File: config.mk
export PLATFORM = sky130hd
export DESIGN_NAME = mm_ctrl
export DESIGN_NICKNAME = d
export VERILOG_FILES = /design/src/rtl/core/mm_pkg.sv /design/src/rtl/core/mm_ctrl.sv
export SDC_FILE = /design/constraint.sdc
export NUM_CORES = 1
export LEC_CHECK = 0
export BUFFER_PORTS_ARGS = -buffer_cell sky130_fd_sc_hd__clkbuf_2
export CAP_MARGIN = 20
export CORE_MARGIN = 5
export CORE_UTILIZATION = 54
export CTS_CLUSTER_DIAMETER = 200
export DETAILED_ROUTE_END_ITERATION = 8
export GPL_TIMING_DRIVEN = 0
export PLACE_DENSITY = 0.8
export SYNTH_ARGS = -nofsm -noshare
export SYNTH_HDL_FRONTEND = slang
export SYNTH_SLANG_ARGS = --single-unit
File: constraint.sdc
create_clock -name i_clk -period 2.2 [get_ports i_clk]
set_input_delay 0.11 -clock i_clk [delete_from_list [all_inputs] [get_ports i_clk]]
set_output_delay 0.11 -clock i_clk [all_outputs]
set_load 0.05 [all_outputs]
File: src/rtl/core/mm_pkg.sv
// Shared types and constants for the matrix multiply block.
// No dependencies; imported by mm_datapath, mm_ctrl and matrix_multiply_top.
package mm_pkg;

    localparam int MAX_DIM_DEF = 8;
    localparam int CFG_W       = 4;
    localparam int IDX_W       = 2;
    localparam int CMD_W       = 2;
    localparam int POS_W       = 3;
    localparam int VAL_W       = 32;
    localparam int FRAC_W      = 16;
    localparam int PROD_W      = 2 * VAL_W;

    // request codes on the cmd field
    localparam logic [CMD_W-1:0] CMD_WR_A = 2'd0;
    localparam logic [CMD_W-1:0] CMD_WR_B = 2'd1;
    localparam logic [CMD_W-1:0] CMD_MUL  = 2'd2;

    // configuration register indexes
    localparam logic [IDX_W-1:0] REG_A_ROWS = 2'd0;
    localparam logic [IDX_W-1:0] REG_A_COLS = 2'd1;
    localparam logic [IDX_W-1:0] REG_B_ROWS = 2'd2;
    localparam logic [IDX_W-1:0] REG_B_COLS = 2'd3;

    // tag that travels with each multiply-accumulate step
    typedef struct packed {
        logic             first;
        logic             lastk;
        logic             last;
        logic [POS_W-1:0] row;
        logic [POS_W-1:0] col;
    } t_tag;

    typedef struct packed {
        logic wr_a;
        logic wr_b;
        logic issue;
        logic err;
        t_tag tag;
    } t_dp_cmd;

    typedef struct packed {
        logic pend;
    } t_dp_sts;

endpackage

File: src/rtl/core/mm_ctrl.sv
// Controller: configuration registers, request decode and the i/j/k walk.
// Depends on mm_pkg.
module mm_ctrl #(
    parameter int MAX_DIM = mm_pkg::MAX_DIM_DEF
) (
    input  logic                                i_clk,
    input  logic                                i_rst_n,
    input  logic                                start,
    output logic                                busy,
    input  logic [mm_pkg::CMD_W-1:0]            i_cmd,
    input  logic [mm_pkg::POS_W-1:0]            i_row,
    input  logic [mm_pkg::POS_W-1:0]            i_col,
    input  logic                                i_cfg_we,
    input  logic [mm_pkg::IDX_W-1:0]            i_cfg_idx,
    input  logic [mm_pkg::CFG_W-1:0]            i_cfg_data,
    input  mm_pkg::t_dp_sts                     i_sts,
    output mm_pkg::t_dp_cmd                     o_cmd,
    output logic [$clog2(MAX_DIM*MAX_DIM)-1:0]  o_waddr,
    output logic [$clog2(MAX_DIM*MAX_DIM)-1:0]  o_raddr_a,
    output logic [$clog2(MAX_DIM*MAX_DIM)-1:0]  o_raddr_b
);
    import mm_pkg::*;

    localparam int AW = $clog2(MAX_DIM * MAX_DIM);
    localparam int IW = $clog2(MAX_DIM);
    localparam int EW = $clog2(MAX_DIM + 1);

    typedef enum logic [2:0] {
        S_IDLE  = 3'b001,
        S_RUN   = 3'b010,
        S_DRAIN = 3'b100
    } t_state;

    function automatic logic [EW-1:0] eff_dim(input logic [CFG_W-1:0] d);
        if (d == '0) begin
            return EW'(1);
        end else if (int'(d) > MAX_DIM) begin
            return EW'(MAX_DIM);
        end
        return EW'(d);
    endfunction

    t_state           r_state, n_state;
    logic [CFG_W-1:0] r_a_rows, r_a_cols, r_b_rows, r_b_cols;
    logic [IW-1:0]    r_i, r_j, r_k, n_i, n_j, n_k;
    logic [EW-1:0]    eff_ar, eff_ac, eff_br, eff_bc;
    logic             accept, mismatch, k_end, j_end, i_end;
    logic             do_wr_a, do_wr_b, do_mul, do_err;

    assign eff_ar = eff_dim(r_a_rows);
    assign eff_ac = eff_dim(r_a_cols);
    assign eff_br = eff_dim(r_b_rows);
    assign eff_bc = eff_dim(r_b_cols);

    assign busy     = (r_state != S_IDLE);
    assign accept   = start && !busy;
    assign mismatch = (eff_ac != eff_br);

    // request decode; out-of-range loads drop silently
    always_comb begin
        do_wr_a = 1'b0;
        do_wr_b = 1'b0;
        do_mul  = 1'b0;
        do_err  = 1'b0;
        if (accept) begin
            unique case (i_cmd)
                CMD_WR_A: do_wr_a = (int'(i_row) < int'(eff_ar)) &&
                                    (int'(i_col) < int'(eff_ac));
                CMD_WR_B: do_wr_b = (int'(i_row) < int'(eff_br)) &&
                                    (int'(i_col) < int'(eff_bc));
                CMD_MUL: begin
                    do_mul = !mismatch;
                    do_err = mismatch;
                end
                default: ;
            endcase
        end
    end

    assign k_end = (int'(r_k) + 1 == int'(eff_ac));
    assign j_end = (int'(r_j) + 1 == int'(eff_bc));
    assign i_end = (int'(r_i) + 1 == int'(eff_ar));

    always_comb begin
        n_state = r_state;
        n_i     = r_i;
        n_j     = r_j;
        n_k     = r_k;
        unique case (r_state)
            S_IDLE: begin
                if (do_mul) begin
                    n_state = S_RUN;
                    n_i     = '0;
                    n_j     = '0;
                    n_k     = '0;
                end
            end
            S_RUN: begin
                if (!k_end) begin
                    n_k = r_k + 1'b1;
                end else begin
                    n_k = '0;
                    if (!j_end) begin
                        n_j = r_j + 1'b1;
                    end else begin
                        n_j = '0;
                        if (!i_end) begin
                            n_i = r_i + 1'b1;
                        end else begin
                            n_state = S_DRAIN;
                        end
                    end
                end
            end
            S_DRAIN: begin
                if (!i_sts.pend) begin
                    n_state = S_IDLE;
                end
            end
            default: n_state = S_IDLE;
        endcase
    end

    always_ff @(posedge i_clk) begin
        if (!i_rst_n) begin
            r_state  <= S_IDLE;
            r_a_rows <= CFG_W'(1);
            r_a_cols <= CFG_W'(1);
            r_b_rows <= CFG_W'(1);
            r_b_cols <= CFG_W'(1);
            r_i      <= '0;
            r_j      <= '0;
            r_k      <= '0;
        end else begin
            r_state <= n_state;
            r_i     <= n_i;
            r_j     <= n_j;
            r_k     <= n_k;
            if (i_cfg_we) begin
                unique case (i_cfg_idx)
                    REG_A_ROWS: r_a_rows <= i_cfg_data;
                    REG_A_COLS: r_a_cols <= i_cfg_data;
                    REG_B_ROWS: r_b_rows <= i_cfg_data;
                    REG_B_COLS: r_b_cols <= i_cfg_data;
                    default: ;
                endcase
            end
        end
    end

    assign o_waddr   = AW'(int'(i_row) * MAX_DIM + int'(i_col));
    assign o_raddr_a = AW'(int'(r_i) * MAX_DIM + int'(r_k));
    assign o_raddr_b = AW'(int'(r_k) * MAX_DIM + int'(r_j));

    always_comb begin
        o_cmd           = '0;
        o_cmd.wr_a      = do_wr_a;
        o_cmd.wr_b      = do_wr_b;
        o_cmd.err       = do_err;
        o_cmd.issue     = (r_state == S_RUN);
        o_cmd.tag.first = (r_k == '0);
        o_cmd.tag.lastk = k_end;
        o_cmd.tag.last  = k_end && j_end && i_end;
        o_cmd.tag.row   = POS_W'(r_i);
        o_cmd.tag.col   = POS_W'(r_j);
    end

    a_run_start: assert property (@(posedge i_clk) disable iff (!i_rst_n)
        do_mul |=> (r_state == S_RUN) && (r_i == '0) && (r_j == '0) && (r_k == '0))
        else $error("product walk did not start clean");

    a_run_end: assert property (@(posedge i_clk) disable iff (!i_rst_n)
        (o_cmd.issue && o_cmd.tag.last) |=> (r_state == S_DRAIN))
        else $error("walk did not stop after final step");

    a_err_idle: assert property (@(posedge i_clk) disable iff (!i_rst_n)
        do_err |=> (r_state == S_IDLE) && !o_cmd.issue)
        else $error("mismatch started a walk");

endmodule

==> results.sh, run 1 <==
export IMPL_power_leakage_nw=1.34
export IMPL_synth_ff_type="dfxtp_1"
export IMPL_crit_start="r_k[1]"
export IMPL_synth_seq_cells=28
export IMPL_h_tree_depth=1
export IMPL_critPathMaxFanout=6
export IMPL_timing_rr_start="r_k[1]"
export IMPL_nFillCells=253
export IMPL_grt_pass1_vias=1941
export IMPL_seqCellArea_sq_um=612
export IMPL_synth_cells=238
export IMPL_start_util_pct=54.8
export IMPL_numCtsBuffers=3
export IMPL_period_needed_ps=2250
export IMPL_failed_checks="negative setup slack"
export IMPL_die_area_sq_mm=0.00537
export IMPL_cts_buffer_depth=2
export IMPL_clk_pin_slew_worst_paths_ps=100
export IMPL_cp_start_kind="flop"
export IMPL_critPathKind="flop to output pin"
export IMPL_drc=0
export IMPL_seq_power_share_pct=42.7
export IMPL_ant_nets=0
export IMPL_fin_skew_ps=3.72
export IMPL_fin_crit_sh_pct=102
export IMPL_grt_remaining_overflow=0
export IMPL_portBuffers=50
export IMPL_hold_path_class="input pin to flop"
export IMPL_synthToLayoutAreaGrowth_pct=40.1
export IMPL_slew_viol_final=0
export IMPL_num_rows=23
export IMPL_via_count=2041
export IMPL_worst_ep_required_time_ps=2090
export IMPL_via_per_inst=5.80
export IMPL_grt_max_degree=17
export IMPL_drt_iter0_drc=165
export IMPL_ys_warn_count=0
export IMPL_hold_violations=0
export IMPL_hold_path_startpoint="i_cfg_data[0]"
export IMPL_p_sw_mw=0.371
export IMPL_cts_tree="built"
export IMPL_grt_util_all_layers_pct=22.1
export IMPL_grt_first_pass_wirelength_um=9340
export IMPL_dpl_cell_area_sq_mm=0.00261
export IMPL_ff2ff_setup_slack_ps=40
export IMPL_ir_worst_vdd_uv=252
export IMPL_fin_area_sq_mm=0.00303
export IMPL_cts_sinks=28
export IMPL_worstMarginPinSlew_ps=716
export IMPL_crit_arrival_ps=2140
export IMPL_antenna_found_initial=0
export IMPL_synth_cell_type_count=57
export IMPL_synth_edff_count=0
export IMPL_core_area_sq_mm=0.00394
export IMPL_rsz0062_at_grt="yes"
export IMPL_drv_cap=0
export IMPL_clock_latency_ps=280
export IMPL_fmax_mhz=444
export IMPL_reg2reg_depth=9
export IMPL_total_power_mw=1.23
export IMPL_layout_setup_ws_ps=-53.8
export IMPL_syn_nets=269
export IMPL_relSlewSlack_pct=52.2
export IMPL_wl_per_cell_um=16.7
export IMPL_endpoint="o_cmd[6]"
export IMPL_power_density_mw_per_mm2=406
export IMPL_fin_nets=334
export IMPL_clkPwrFrac_pct=29.6
export IMPL_hpwlAfterDp_um=4030
export IMPL_drt_total_wl_um=5890
export IMPL_outcome="complete, but fails checks"
export IMPL_die_h_um=73.3
export IMPL_first_pass_iters=4
export IMPL_avgSynthCellArea_sq_um=9.08
export IMPL_drive_gt1_share_pct=53.3
export IMPL_reg2reg_to="r_i[2]"
export IMPL_syn_area_sq_mm=0.00216
export IMPL_synth_async_sr_flop_share_pct=0
export IMPL_setup_viol_count_final=2
export IMPL_crit_path_end_kind="output pin"
export IMPL_combPwrFrac_pct=27.7
export IMPL_intPower_mw=0.860
export IMPL_multiInputGateArea_sq_mm=0.00167
export IMPL_root_buffer="clkbuf_8"
export IMPL_seq_area_frac_synth_pct=25.9
export IMPL_sw_frac_of_total_pct=30.2
export IMPL_gp_congestion=0.836
export IMPL_die_w_um=73.3
export IMPL_io_pins=51
export IMPL_antenna_cells=0
layer usage:
| layer | track usage [%] | share of wire, % | vias up |
|---|---|---|---|
| met5 | 0 | 0 | - |
| met4 | 5.94 | 1.3 | 0 |
| met3 | 2.46 | 5.8 | 11 |
| met2 | 38.5 | 51 | 68 |
| met1 | 28.8 | 42 | 979 |
| li1 | - | - | 983 |
registers in the layout, indices dropped and copies added (netlist names):
register  count
r_a_cols      4
r_state       3
r_b_rows      4
r_i           3
r_j           3
r_a_rows      4
r_b_cols      4
r_k           3
layout make-up:
type                            count  area share [%]
Tap cell                           50            2.07
Inverter                            7            1.03
Clock buffer                        4            2.19
Timing Repair Buffer               65            14.0
Sequential cell                    28            20.2
Multi-Input combinational cell    176            55.1
Buffer                             22            5.33
how the worst min path moves through the flow:
| stage | to | cells past startpoint |
|---|---|---|
| CTS | r_a_cols[0] | 3 |
| finish | r_b_cols[0] | 3 |
| global placement | r_b_rows[0] | 3 |
| floorplan | r_a_cols[0] | 2 |
| global route | r_b_cols[0] | 3 |
| detailed placement | r_a_cols[0] | 3 |
power by group through the flow:
stage          sequential, mW  combinational [mW]  clock (mW)
6_report                0.526               0.341       0.365
2_1_floorplan           0.532               0.201           0
4_1_cts                 0.523               0.314       0.367
5_1_grt                 0.529               0.362       0.391
3_5_place_dp            0.536               0.270           0
3_3_place_gp            0.536               0.265           0
cell families after synthesis:
kind of cell	Yosys count	share of synthesized area [%]
compound gates	47	18.6
xor+xnor	8	4.57
fa+ha+maj	12	6.94
buf+inv	34	9.90
flops	28	25.9
mux	18	8.33
simple gates	91	25.7
Yosys cell counts, types with 3 or more instances:
| cell | count | area (sq um) |
|---|---|---|
| nor2b_1 | 13 | 81.3 |
| o21a_1 | 3 | 22.5 |
| nand3_1 | 7 | 35.0 |
| inv_1 | 6 | 22.5 |
| buf_4 | 19 | 143 |
| o31ai_1 | 4 | 30.0 |
| ha_1 | 12 | 150 |
| nor4_1 | 3 | 18.8 |
| a21oi_1 | 4 | 20.0 |
| xor2_1 | 6 | 52.6 |
| dfxtp_1 | 28 | 561 |
| nand2_1 | 13 | 48.8 |
| nor3b_1 | 6 | 45.0 |
| nand2b_1 | 12 | 75.1 |
| nor3_1 | 7 | 35.0 |
| mux2i_1 | 18 | 180 |
| o21ai_0 | 3 | 15.0 |
| clkbuf_1 | 6 | 22.5 |
| o21ba_2 | 6 | 60.1 |
| nor2_1 | 7 | 26.3 |
| nand3b_1 | 9 | 67.6 |
metrics by stage:
stage | hold WS, ps | TNS, ps | setup WS [ps] | cells | util (%)
CTS | 118 | -194 | -109 | 353 | 74.7
finish | 129 | -93.0 | -53.8 | 352 | 76.8
global placement | 411 | -540 | -244 | 338 | 66.3
detailed placement | 410 | -701 | -235 | 338 | 66.3
floorplan | 235 | -298 | -179 | 238 | -
global route | 133 | -255 | -109 | 352 | 76.8
worst max-delay path, cell delays in order (launching register included):
cell,delay (ps)
dfxtp_4,410
inv_4,40
ha_4,260
nor2_2,80
and4b_2,250
o32ai_4,120
buf_6,150
nor4_4,290
clkbuf_8,250
what timing repair did:
item	in CTS	in global routing
endpoints found under the setup margin	13	14
setup buffers	12	3
pin swaps	10	14
resized for setup	37	27
hold buffers	0	0
layout by cell type, fill, tap and decap left out, types with 3 or more instances in the layout:
cell type | Yosys | routed
clkbuf_2 | 0 | 45
buf_4 | 19 | 32
mux2i_1 | 18 | 18
nor2b_1 | 13 | 13
nand2_1 | 13 | 12
dfxtp_4 | 0 | 11
nand2b_1 | 12 | 9
nand3b_1 | 9 | 9
dfxtp_1 | 28 | 9
dfxtp_2 | 0 | 8
nand3_1 | 7 | 7
ha_4 | 0 | 7
o21ba_2 | 6 | 6
nor3_1 | 7 | 5
nor2_1 | 7 | 5
ha_1 | 12 | 5
inv_1 | 6 | 4
xor2_1 | 6 | 4
nor3b_1 | 6 | 4
a21oi_2 | 0 | 4
clkbuf_8 | 0 | 4
nand2b_4 | 0 | 3
o31ai_2 | 0 | 3
o21ai_0 | 3 | 3
o21a_1 | 3 | 3
clkbuf_1 | 6 | 3
clkbuf_16 | 0 | 3
Power figures use the tool's default switching activity.
==> inputs of run 2 (changes only) <==
--- a/config.mk
+++ b/config.mk
@@ -7,7 +7,7 @@
 export LEC_CHECK = 0
 export BUFFER_PORTS_ARGS = -buffer_cell sky130_fd_sc_hd__clkbuf_2
 export CAP_MARGIN = 20
-export CORE_MARGIN = 5
+export CORE_MARGIN = 4
 export CORE_UTILIZATION = 54
 export CTS_CLUSTER_DIAMETER = 200
 export DETAILED_ROUTE_END_ITERATION = 8
==> results.sh, run 2 (synthesized netlist as in run 1, its figures left out) <==
export IMPL_clk_pin_slew_worst_paths_ps=100
export IMPL_rsz0062_at_grt="yes"
export IMPL_period_needed_ps=2270
export IMPL_portBuffers=50
export IMPL_multiInputGateArea_sq_mm=0.00174
export IMPL_wl_per_cell_um=18.8
export IMPL_clkPwrFrac_pct=29.5
export IMPL_grt_max_degree=17
export IMPL_fin_nets=345
export IMPL_io_pins=51
export IMPL_antenna_found_initial=0
export IMPL_grt_pass1_vias=2060
export IMPL_reg2reg_depth=6
export IMPL_clock_latency_ps=290
export IMPL_drt_iter0_drc=143
export IMPL_power_density_mw_per_mm2=398
export IMPL_worst_ep_required_time_ps=2090
export IMPL_ctsHoldBuffers=0
export IMPL_drt_total_wl_um=6800
export IMPL_power_leakage_nw=1.40
export IMPL_dpl_cell_area_sq_mm=0.00261
export IMPL_core_area_sq_mm=0.00377
export IMPL_synthToLayoutAreaGrowth_pct=48.1
export IMPL_die_w_um=71.3
export IMPL_intPower_mw=0.877
export IMPL_h_tree_depth=1
export IMPL_critPathKind="flop to output pin"
export IMPL_cts_buffer_depth=2
export IMPL_hpwlAfterDp_um=4000
export IMPL_numCtsBuffers=3
export IMPL_drv_cap=0
export IMPL_final_cell_mix="clkbuf_2, buf_4, mux2i_1"
export IMPL_seq_power_share_pct=41.3
export IMPL_fmax_mhz=440
export IMPL_hold_violations=0
export IMPL_antenna_cells=0
export IMPL_fin_area_sq_mm=0.00320
export IMPL_fin_crit_sh_pct=103
export IMPL_place_inst=336
export IMPL_drc=0
export IMPL_cp_start_kind="flop"
export IMPL_critPathMaxFanout=6
export IMPL_cts_sinks=28
export IMPL_fin_skew_ps=3.53
export IMPL_num_rows=22
export IMPL_start_util_pct=57.3
export IMPL_relSlewSlack_pct=52.4
export IMPL_grt_util_all_layers_pct=24.1
export IMPL_stdcell_count=361
export IMPL_hold_path_class="input pin to flop"
export IMPL_grt_first_pass_wirelength_um=9940
export IMPL_sw_frac_of_total_pct=31.3
export IMPL_final_common_cell="clkbuf_2"
export IMPL_grtUsageMet2_pct=42.4
export IMPL_via_per_inst=6.02
export IMPL_ant_nets=0
export IMPL_via_count=2173
export IMPL_first_pass_iters=4
export IMPL_drive_gt1_share_pct=55.9
export IMPL_worstMarginPinSlew_ps=713
export IMPL_grt_busiest_layer="met2"
export IMPL_hold_path_startpoint="i_cfg_data[0]"
export IMPL_grtUsageMet3_pct=3.51
export IMPL_gp_congestion=0.765
export IMPL_failed_checks="negative setup slack"
export IMPL_cts_tree="built"
export IMPL_root_buffer="clkbuf_8"
export IMPL_min_path_cells=3
export IMPL_die_h_um=71.3
export IMPL_combPwrFrac_pct=29.2
export IMPL_timing_rr_start="r_b_cols[2]"
export IMPL_dp_slack_ps=-142
export IMPL_die_area_sq_mm=0.00508
export IMPL_met1_usage_pct=30.9
export IMPL_layout_setup_ws_ps=-74.4
export IMPL_outcome="complete, but fails checks"
export IMPL_setup_viol_count_final=1
export IMPL_crit_arrival_ps=2160
export IMPL_nFillCells=197
export IMPL_tns_ps=-74.4
export IMPL_crit_path_end_kind="output pin"
export IMPL_grt_remaining_overflow=0
export IMPL_slew_viol_final=0
export IMPL_p_sw_mw=0.399
export IMPL_seqCellArea_sq_um=616
export IMPL_ir_worst_vdd_uv=378
export IMPL_crit_start="r_b_cols[2]"
## run 2: final timing paths
check | to | slack, ps
min | r_a_cols[0] | 110
max | o_cmd[11] | -70
max reg2reg | r_j[1] | 40
min reg2reg | r_a_cols[0] | 480
## run 2: power groups by stage
stage	combinational, mW	clock [mW]	sequential [mW]
floorplan	0.201	0	0.532
global placement	0.265	0	0.536
detailed placement	0.269	0	0.536
CTS	0.319	0.373	0.524
global route	0.393	0.399	0.528
finish	0.372	0.377	0.526
## run 2: area by class of cell
cell class	instances	area share, %
inverters	7	1.02
well taps	48	1.88
clock buffers	4	2.07
repair buffers	75	16.1
flip-flops and latches	28	19.2
multi-input cells	176	54.3
plain buffers	23	5.43
## run 2: metrics by stage
| stage | hold WS, ps | utilization, % | power, mW |
|---|---|---|---|
| global placement | 405 | 69.2 | 0.801 |
| finish | 114 | 84.9 | 1.28 |
| detailed placement | 404 | 69.2 | 0.806 |
| CTS | 113 | 78.9 | 1.21 |
| floorplan | 235 | - | 0.734 |
| global route | 125 | 84.9 | 1.32 |
## run 2: repair_timing
item | 4_1_cts | 5_1_grt
buffers inserted | 15 | 10
resized for setup | 39 | 32
endpoints found under the setup margin | 8 | 15
pin swaps | 15 | 23
## run 2: per-layer routing
metal / vias up / share of wire [%] / wire, um
met5: - / 0 / 0
met4: 0 / 2.1 / 140
met3: 14 / 5.1 / 347
met2: 84 / 52 / 3500
met1: 1071 / 41 / 2810
li1: 1004 / - / -
## run 2: critical path: stages (launching register included)
cell,delay (ps)
dfxtp_4,380
o21ba_4,230
o31a_1,230
o21a_1,190
nor2_2,140
o22ai_2,130
nor4b_2,260
buf_4,170
clkbuf_16,150
